### src/sv/mdt_pkg.sv
// Shared types and constants for the multi-delimiter tokenizer.
package mdt_pkg;

   // Field and register widths fixed by the interface.
   localparam int BYTE_W       = 8;
   localparam int DELIM_W      = 64;
   localparam int LEN_W        = 4;
   localparam int TOKEN_OFS_W  = 32;
   localparam int CSR_INDEX_W  = 3;
   localparam int RSP_DATA_W   = 2 * TOKEN_OFS_W;

   // Maximum number of delimiter slots the register map provides.
   localparam int MAX_SLOTS    = 4;

   typedef logic [BYTE_W-1:0]  octet_type;
   typedef logic [DELIM_W-1:0] delim_type;
   typedef logic [LEN_W-1:0]   len_type;

   // Configuration register indexes.
   typedef enum logic [CSR_INDEX_W-1:0] {
      CSR_DELIM0_BYTES = 3'd0,
      CSR_DELIM1_BYTES = 3'd1,
      CSR_DELIM2_BYTES = 3'd2,
      CSR_DELIM3_BYTES = 3'd3,
      CSR_DELIM0_LEN   = 3'd4,
      CSR_DELIM1_LEN   = 3'd5,
      CSR_DELIM2_LEN   = 3'd6,
      CSR_DELIM3_LEN   = 3'd7
   } csr_index_type;

endpackage

### src/sv/multi_delimiter_tokenizer.sv
// Top level of the multi-delimiter tokenizer: stream ports, state and result register.
// The block accepts one document byte per clock cycle while results are taken and splits the
// document at any of up to four configured delimiter strings of 1 to 8 bytes; each non-empty
// token gives one result holding its start offset and the offset just past its end. Every item
// passes through an input register and a result register; a result is loaded as its item leaves
// the input register, and a new item is taken every cycle as long as results are being taken;
// throughput is set by the single compare stage between those two registers. The item with tlast
// set ends the document, and the next item starts a new document at offset 0. The user must write
// delimiter registers through the csr port only while no item is in flight; the block does not check it.
module multi_delimiter_tokenizer #(
   parameter int NUM_DELIMS    = 4,
   parameter int MAX_DELIM_LEN = 8,
   parameter int OFFSET_BITS   = 32
) (
   input  logic                                  clock,
   input  logic                                  reset,
   // Input channel.
   input  logic                                  req_tvalid,
   output logic                                  req_tready,
   input  logic [mdt_pkg::BYTE_W-1:0]            req_tdata,  // [7:0] data_byte
   input  logic                                  req_tlast,  // doc_end
   // Result channel.
   output logic                                  rsp_tvalid,
   input  logic                                  rsp_tready,
   output logic [mdt_pkg::RSP_DATA_W-1:0]        rsp_tdata,  // [31:0] token_start, [63:32] token_end
   // Configuration port.
   input  logic                                  csr_we,
   input  logic [mdt_pkg::CSR_INDEX_W-1:0]       csr_index,
   input  logic [mdt_pkg::DELIM_W-1:0]           csr_wdata
);

   localparam int WIN_W = MAX_DELIM_LEN * mdt_pkg::BYTE_W;
   localparam logic [OFFSET_BITS-1:0] OFFSET_MAX = '1;

   // Delimiter registers.
   mdt_pkg::delim_type delim_bytes_ff [NUM_DELIMS];
   mdt_pkg::len_type   delim_len_ff   [NUM_DELIMS];

   // Input register.
   logic               s1_valid_ff;
   mdt_pkg::octet_type s1_byte_ff;
   logic               s1_last_ff;
   logic               s1_adv;

   // Document state.
   logic [WIN_W-1:0]            hist_ff;
   logic [WIN_W-1:0]            hist_in;
   logic [OFFSET_BITS-1:0]      pos_ff;
   logic [OFFSET_BITS-1:0]      pos_in;
   logic [OFFSET_BITS-1:0]      tok_start_ff;
   logic [OFFSET_BITS-1:0]      tok_start_in;
   logic [mdt_pkg::LEN_W-1:0]   restart_cnt_ff;
   logic [mdt_pkg::LEN_W-1:0]   restart_cnt_in;

   // Result register.
   logic                            rsp_valid_ff;
   logic                            rsp_valid_in;
   logic [mdt_pkg::TOKEN_OFS_W-1:0] rsp_start_ff;
   logic [mdt_pkg::TOKEN_OFS_W-1:0] rsp_end_ff;

   // Compare stage signals.
   logic [WIN_W+mdt_pkg::BYTE_W-1:0] win_wide;
   logic [WIN_W-1:0]                 window;
   mdt_pkg::len_type                 best_len;
   logic [OFFSET_BITS-1:0]           after;
   logic [OFFSET_BITS-1:0]           back;
   logic [OFFSET_BITS-1:0]           tok_end;
   logic                             hit;
   logic [63:0]                      start_ext;
   logic [63:0]                      end_ext;

   // Configuration writes; slots beyond NUM_DELIMS are not stored.
   for (genvar g = 0; g < NUM_DELIMS; g++) begin : g_cfg
      always_ff @(posedge clock) begin
         if (reset) begin
            delim_bytes_ff[g] <= '0;
            delim_len_ff[g]   <= '0;
         end else if (csr_we) begin
            if (csr_index == mdt_pkg::CSR_INDEX_W'(int'(mdt_pkg::CSR_DELIM0_BYTES) + g)) begin
               delim_bytes_ff[g] <= csr_wdata;
            end
            if (csr_index == mdt_pkg::CSR_INDEX_W'(int'(mdt_pkg::CSR_DELIM0_LEN) + g)) begin
               delim_len_ff[g] <= csr_wdata[mdt_pkg::LEN_W-1:0];
            end
         end
      end
   end

   // Current byte followed by the earlier bytes of the document, most recent first.
   assign win_wide = {hist_ff, s1_byte_ff};
   assign window   = win_wide[WIN_W-1:0];

   mdt_match #(
      .NUM_DELIMS    (NUM_DELIMS),
      .MAX_DELIM_LEN (MAX_DELIM_LEN)
   ) u_match (
      .window        (window),
      .delim_bytes   (delim_bytes_ff),
      .delim_len     (delim_len_ff),
      .since_restart (restart_cnt_ff),
      .best_len      (best_len)
   );

   // Token boundaries for the item in the input register.
   always_comb begin
      after   = (pos_ff == OFFSET_MAX) ? pos_ff : pos_ff + 1'b1;
      back    = OFFSET_BITS'(best_len) - 1'b1;
      tok_end = after;
      hit     = 1'b0;
      if (best_len != '0) begin
         tok_end = (pos_ff >= back) ? pos_ff - back : '0;
         hit     = tok_end > tok_start_ff;
      end else begin
         hit     = s1_last_ff && (after > tok_start_ff);
      end
      start_ext = 64'(tok_start_ff);
      end_ext   = 64'(tok_end);
   end

   // The item moves on unless it has a result and the result register is still full.
   assign s1_adv     = s1_valid_ff && (!hit || !rsp_valid_ff || rsp_tready);
   assign req_tready = !s1_valid_ff || s1_adv;

   // Next document state.
   always_comb begin
      hist_in        = hist_ff;
      pos_in         = pos_ff;
      tok_start_in   = tok_start_ff;
      restart_cnt_in = restart_cnt_ff;
      if (s1_adv) begin
         if (best_len != '0) begin
            tok_start_in   = after;
            restart_cnt_in = '0;
         end else if (restart_cnt_ff != '1) begin
            restart_cnt_in = restart_cnt_ff + 1'b1;
         end
         if (s1_last_ff) begin
            pos_in         = '0;
            tok_start_in   = '0;
            restart_cnt_in = '0;
         end else begin
            hist_in = win_wide[WIN_W-1:0];
            pos_in  = after;
         end
      end
   end

   // Result valid: loaded by a token, cleared when taken.
   always_comb begin
      if (s1_adv && hit) begin
         rsp_valid_in = 1'b1;
      end else if (rsp_tready) begin
         rsp_valid_in = 1'b0;
      end else begin
         rsp_valid_in = rsp_valid_ff;
      end
   end

   // Control registers.
   always_ff @(posedge clock) begin
      if (reset) begin
         s1_valid_ff    <= 1'b0;
         rsp_valid_ff   <= 1'b0;
         pos_ff         <= '0;
         tok_start_ff   <= '0;
         restart_cnt_ff <= '0;
      end else begin
         if (req_tready) begin
            s1_valid_ff <= req_tvalid;
         end
         rsp_valid_ff   <= rsp_valid_in;
         pos_ff         <= pos_in;
         tok_start_ff   <= tok_start_in;
         restart_cnt_ff <= restart_cnt_in;
      end
   end

   // Payload registers.
   always_ff @(posedge clock) begin
      hist_ff <= hist_in;
      if (req_tready && req_tvalid) begin
         s1_byte_ff <= req_tdata;
         s1_last_ff <= req_tlast;
      end
      if (s1_adv && hit) begin
         rsp_start_ff <= start_ext[mdt_pkg::TOKEN_OFS_W-1:0];
         rsp_end_ff   <= end_ext[mdt_pkg::TOKEN_OFS_W-1:0];
      end
   end

   assign rsp_tvalid = rsp_valid_ff;
   assign rsp_tdata  = {rsp_end_ff, rsp_start_ff};

endmodule

### src/sv/mdt_match.sv
// Parallel delimiter compare: length of the longest delimiter ending at the current byte.
module mdt_match #(
   parameter int NUM_DELIMS    = 4,
   parameter int MAX_DELIM_LEN = 8
) (
   input  logic [MAX_DELIM_LEN*mdt_pkg::BYTE_W-1:0] window,
   input  mdt_pkg::delim_type                      delim_bytes [NUM_DELIMS],
   input  mdt_pkg::len_type                        delim_len   [NUM_DELIMS],
   input  logic [mdt_pkg::LEN_W-1:0]               since_restart,
   output mdt_pkg::len_type                        best_len
);

   // Per delimiter and per candidate length: do the bytes line up with the window?
   logic [MAX_DELIM_LEN:1] eq [NUM_DELIMS];
   logic [NUM_DELIMS-1:0]  hit;

   // Window byte at distance 'back' before the current byte must equal
   // delimiter byte k, where back = length - 1 - k.
   always_comb begin
      for (int i = 0; i < NUM_DELIMS; i++) begin
         for (int l = 1; l <= MAX_DELIM_LEN; l++) begin
            eq[i][l] = 1'b1;
            for (int k = 0; k < l; k++) begin
               if (window[(l-1-k)*mdt_pkg::BYTE_W +: mdt_pkg::BYTE_W] !=
                   delim_bytes[i][k*mdt_pkg::BYTE_W +: mdt_pkg::BYTE_W]) begin
                  eq[i][l] = 1'b0;
               end
            end
         end
      end
   end

   // A delimiter counts when its length is in range, fits inside the bytes
   // seen since the last restart and its compare succeeds.
   always_comb begin
      for (int i = 0; i < NUM_DELIMS; i++) begin
         hit[i] = 1'b0;
         for (int l = 1; l <= MAX_DELIM_LEN; l++) begin
            if ((delim_len[i] == mdt_pkg::LEN_W'(l)) &&
                (mdt_pkg::LEN_W'(l - 1) <= since_restart) && eq[i][l]) begin
               hit[i] = 1'b1;
            end
         end
      end
   end

   // Longest matching delimiter wins.
   always_comb begin
      best_len = '0;
      for (int i = 0; i < NUM_DELIMS; i++) begin
         if (hit[i] && (delim_len[i] > best_len)) begin
            best_len = delim_len[i];
         end
      end
   end

endmodule
### config.mk
export PLATFORM = sky130hd
export DESIGN_NAME = multi_delimiter_tokenizer
export DESIGN_NICKNAME = d
export VERILOG_FILES = /design/src/sv/mdt_pkg.sv /design/src/sv/multi_delimiter_tokenizer.sv /design/src/sv/mdt_match.sv
export SDC_FILE = /design/constraint.sdc
export NUM_CORES = 2
export LEC_CHECK = 0
export BUFFER_PORTS_ARGS = -buffer_cell sky130_fd_sc_hd__buf_2
export CORE_UTILIZATION = 30
export CTS_CLUSTER_SIZE = 20
export DETAILED_ROUTE_END_ITERATION = 8
export PLACE_DENSITY_LB_ADDON = 0.12
export SYNTH_ARGS = -nofsm -noshare
export SYNTH_HDL_FRONTEND = slang
export SYNTH_SLANG_ARGS = --single-unit
### constraint.sdc
create_clock -name clock -period 17.5 [get_ports clock]
set_input_delay 2.625 -clock clock [delete_from_list [all_inputs] [get_ports clock]]
set_output_delay 2.625 -clock clock [all_outputs]
set_load 0.005 [all_outputs]
==> summary.txt <==
Layout
  • Number of fillers in the final layout: 12.19k
  • Syn-to-layout area delta: 14.21%
  • Most frequent cells in the layout: xor2_1, nand2_1, xnor2_1
  • Most common cell after layout, fill and taps aside: xor2_1
  • Final net count: 4,420
  • Final core occ: 34.75%
  • Ratio of cells with drive above 1 in the final layout: 12.33%
  • Area of the multi-input gates: 0.02213 mm2
  • Reg area: 0.01073 mm2

Global route
  • Initial antenna violation count: 12
  • Largest net degree at the start of global routing: 101
  • First-pass GRT wire length: 260,800 um
  • Final global-route overflow total: 0
  • Vias in the first global route: 30.40k
  • Tot GR Track Use: 31.81%

Worst hold path
  • Hold Startpoint: tok_start_ff[8]
  • Hold Path Class: reg2reg
  • Hold depth: 0

CTS
  • Clk sinks: 471
  • Root buf cell: clkbuf_16
  • Later-pin clock latency in the skew report: 0.71 ns
  • CTS Buffer Depth: 3
  • TritonCTS clock tree: built
  • Cts bufs inserted: 60
  • Clock slew at reported path FFs: 0.06 ns
  • CTS H-tree lvls: 2
  • CTS hold repair buffers: 0

STA
  • Final Hold Fails: 0
  • Slew margin rel.: 2.879%
  • Peak Freq: 0.06053 GHz
  • Actual slew at the worst max-slew pin: 1.444 ns
  • Setup Skew: 0.06567 ns
  • Final count of negative-setup-slack endpoints: 0
  • Final slew viol count: 0
  • RSZ-0062 raised after global routing: no
  • Crit share post-route: 94.41%
  • TNS Setup: 0 ns
  • Tmin final: 16.52 ns

Setup path
  • Startpoint Class: flop
  • Crit path launch: hist_ff[50]
  • Crit-path max FO: 26
  • Kind of critical path: reg2out
  • Slowest CP cell: edfxtp_1
  • WP data arrival: 13.90 ns
  • CP Capture Type: output port
  • Worst R2R Path Depth: 66
  • Critical Path RT: 14.88 ns
  • Reg2reg start: hist_ff[50]
  • Cell mode on critical path: o21ai_0
  • Max incr delay on CP: 0.65 ns

Synth
  • Share of Yosys cell area claimed by the top area cell type: 19.60%
  • Seq/Total Area, Yosys: 30.69%
  • Syn_area_per_cell: 8.277 um2
  • Post-Syn Area: 0.03493 mm2
  • Post-synth EDFFs: 129
  • Yosys reg bits: 471
  • Post-Synthesis Cells: 4,220
  • Netlist cell types: 82
  • Ys async rst share: 0%
  • Synthesis Warnings: 0
  • Synth top area cells: dfxtp_1, xor2_1, xnor2_1
  • Syn nets: 4,410
  • Leading area contributor after synthesis: dfxtp_1
  • Synth Flop Type: dfxtp_1

Routing
  • DR iter-0 viols: 3,656
  • Via/cell ratio: 5.564
  • Routed WL per cell: 33.20 um
  • Final Routed Wirelength: 192,400 um
  • # DRC: 0
  • DRT Pass-1 Iters: 5
  • Number of routed nets with antenna violations: 0
  • Vias: 32.24k

Place
  • Hpwl dp: 140,100 um
  • Gpl congestion: 1.019
  • Buffers on Ports: 146

Die
  • Core area: 0.1148 mm2
  • Chip Height: 343.2 um
  • Die X: 343.2 um
  • I/O pin count: 147
  • Num rows: 124
  • Initial Utilization: 30.42%
  • Die footprint: 0.1178 mm2

Pwr
  • Maximum vdd drop: 76.77 uV
  • Power per Cell Area: 72.00 mW/mm2
  • Design Power: 2.872 mW
  • P_leak: 15.74 nW

Job
  • Max-Cap Viols: 0

Outcome
  • Outcome: finished, final reports clean
==> final cells by class <==
| type | instances | area share (%) |
|---|---|---|
| antenna | 1 | 0.006273 |
| clock buffer | 78 | 4.269 |
| tap | 1512 | 4.742 |
| inverter | 116 | 1.091 |
| multi-input combinational | 3215 | 55.48 |
| clock inverter | 35 | 1.013 |
| timing repair buffer | 366 | 6.499 |
| sequential | 471 | 26.90 |
==> layer usage <==
layer  part of all wire [%]  global-route usage, %  vias to the layer above
met4                    6.2                  17.50                       18
met1                     42                  41.19                    15886
met5                  0.055                      0                        -
li1                       -                      -                    14172
met2                     43                  48.87                     1694
met3                    8.8                  7.101                      467
==> what timing repair did <==
item | CTS | global route
buffers inserted | 0 | 72
setup endpoints to repair | 0 | 1
gates resized for setup | 0 | 25
==> power by group <==
part | switching, mW | total, mW | internal [mW]
combinational | 0.219 | 0.332 | 0.114
sequential | 0.0577 | 1.20 | 1.14
clock | 0.563 | 1.34 | 0.780
total | 0.840 | 2.87 | 2.03
==> path summary, 6_finish.rpt <==
path | end | slack, ns
min reg2reg | rsp_start_ff[8] | 0.46
max | req_tready | 0.98
min | rsp_start_ff[8] | 0.46
max reg2reg | rsp_end_ff[1] | 2.65
==> per-stage QoR <==
| step | worst slack [ns] | hold slack (ns) | instance area, um2 | cells |
|---|---|---|---|---|
| after floorplan | 3.128 | 0.4206 | 34930 | 4220 |
| after global placement | 1.214 | 0.4478 | 36950 | 5608 |
| after detailed placement | 1.100 | 0.4464 | 36950 | 5608 |
| after CTS | 0.2491 | 0.4636 | 39060 | 5721 |
| after global routing | 0.05557 | 0.4793 | 39890 | 5794 |
| final | 0.9789 | 0.4598 | 39890 | 5794 |
==> cells by family (layout without fill, tap and decap cells) <==
family	count (synthesis)	after routing	synth area share, %
compound gates	516	516	8.679
mux	76	76	2.253
flops	471	471	30.69
simple gates	1335	1335	18.54
buf+inv	534	595	6.344
other cells	0	1	0
fa+ha+maj	109	109	3.926
xor+xnor	1179	1179	29.56
==> worst max-delay path, delay by kind of cell (launching register included) <==
| kind | cells | cell delay (ns) |
|---|---|---|
| flip-flops | 1 | 0.65 |
| AND/OR/NAND/NOR | 17 | 3.00 |
| adder cells (fa/ha/maj) | 6 | 1.85 |
| XOR/XNOR | 1 | 0.24 |
| multiplexers | 2 | 0.48 |
| buffers and inverters | 5 | 0.65 |
| AO/OA/AOI/OAI | 34 | 6.28 |
==> Yosys cell counts, types with 4 or more instances <==
library cell  number
buf_2            126
mux2i_1           66
edfxtp_1         129
nor4b_1            4
a32o_1             9
a21oi_1          322
dfxtp_1          342
or3_1              6
nor3_1            29
a221oi_1          10
nand2b_1          25
ha_1             108
o41ai_1            4
xor2_1           672
a21o_1            22
o22ai_1           10
buf_1            107
and2_1            31
xnor2_1          507
nand3_1           49
buf_4             10
clkbuf_1         172
nor2b_1           27
a31oi_1            5
nand4_1          183
inv_1            115
mux2_2             8
nand3b_1           9
nand2_1          583
nor4_1           194
or4_1             11
nor2_1           152
o21ai_0           69
o21a_1             7
and4_1             4
a21boi_0           7
and3_1            16
or2_2              4
==> state kept, by name, summed over array words and instances, names as in the netlist <==
register and flops:
rsp_tvalid 1, delim_bytes_ff 256, s1_valid_ff 1, rsp_end_ff 32
restart_cnt_ff 4, rsp_start_ff 32, s1_last_ff 1, s1_byte_ff 8
hist_ff 56, delim_len_ff 16, tok_start_ff 32, pos_ff 32
Power figures use the tool's default switching activity.
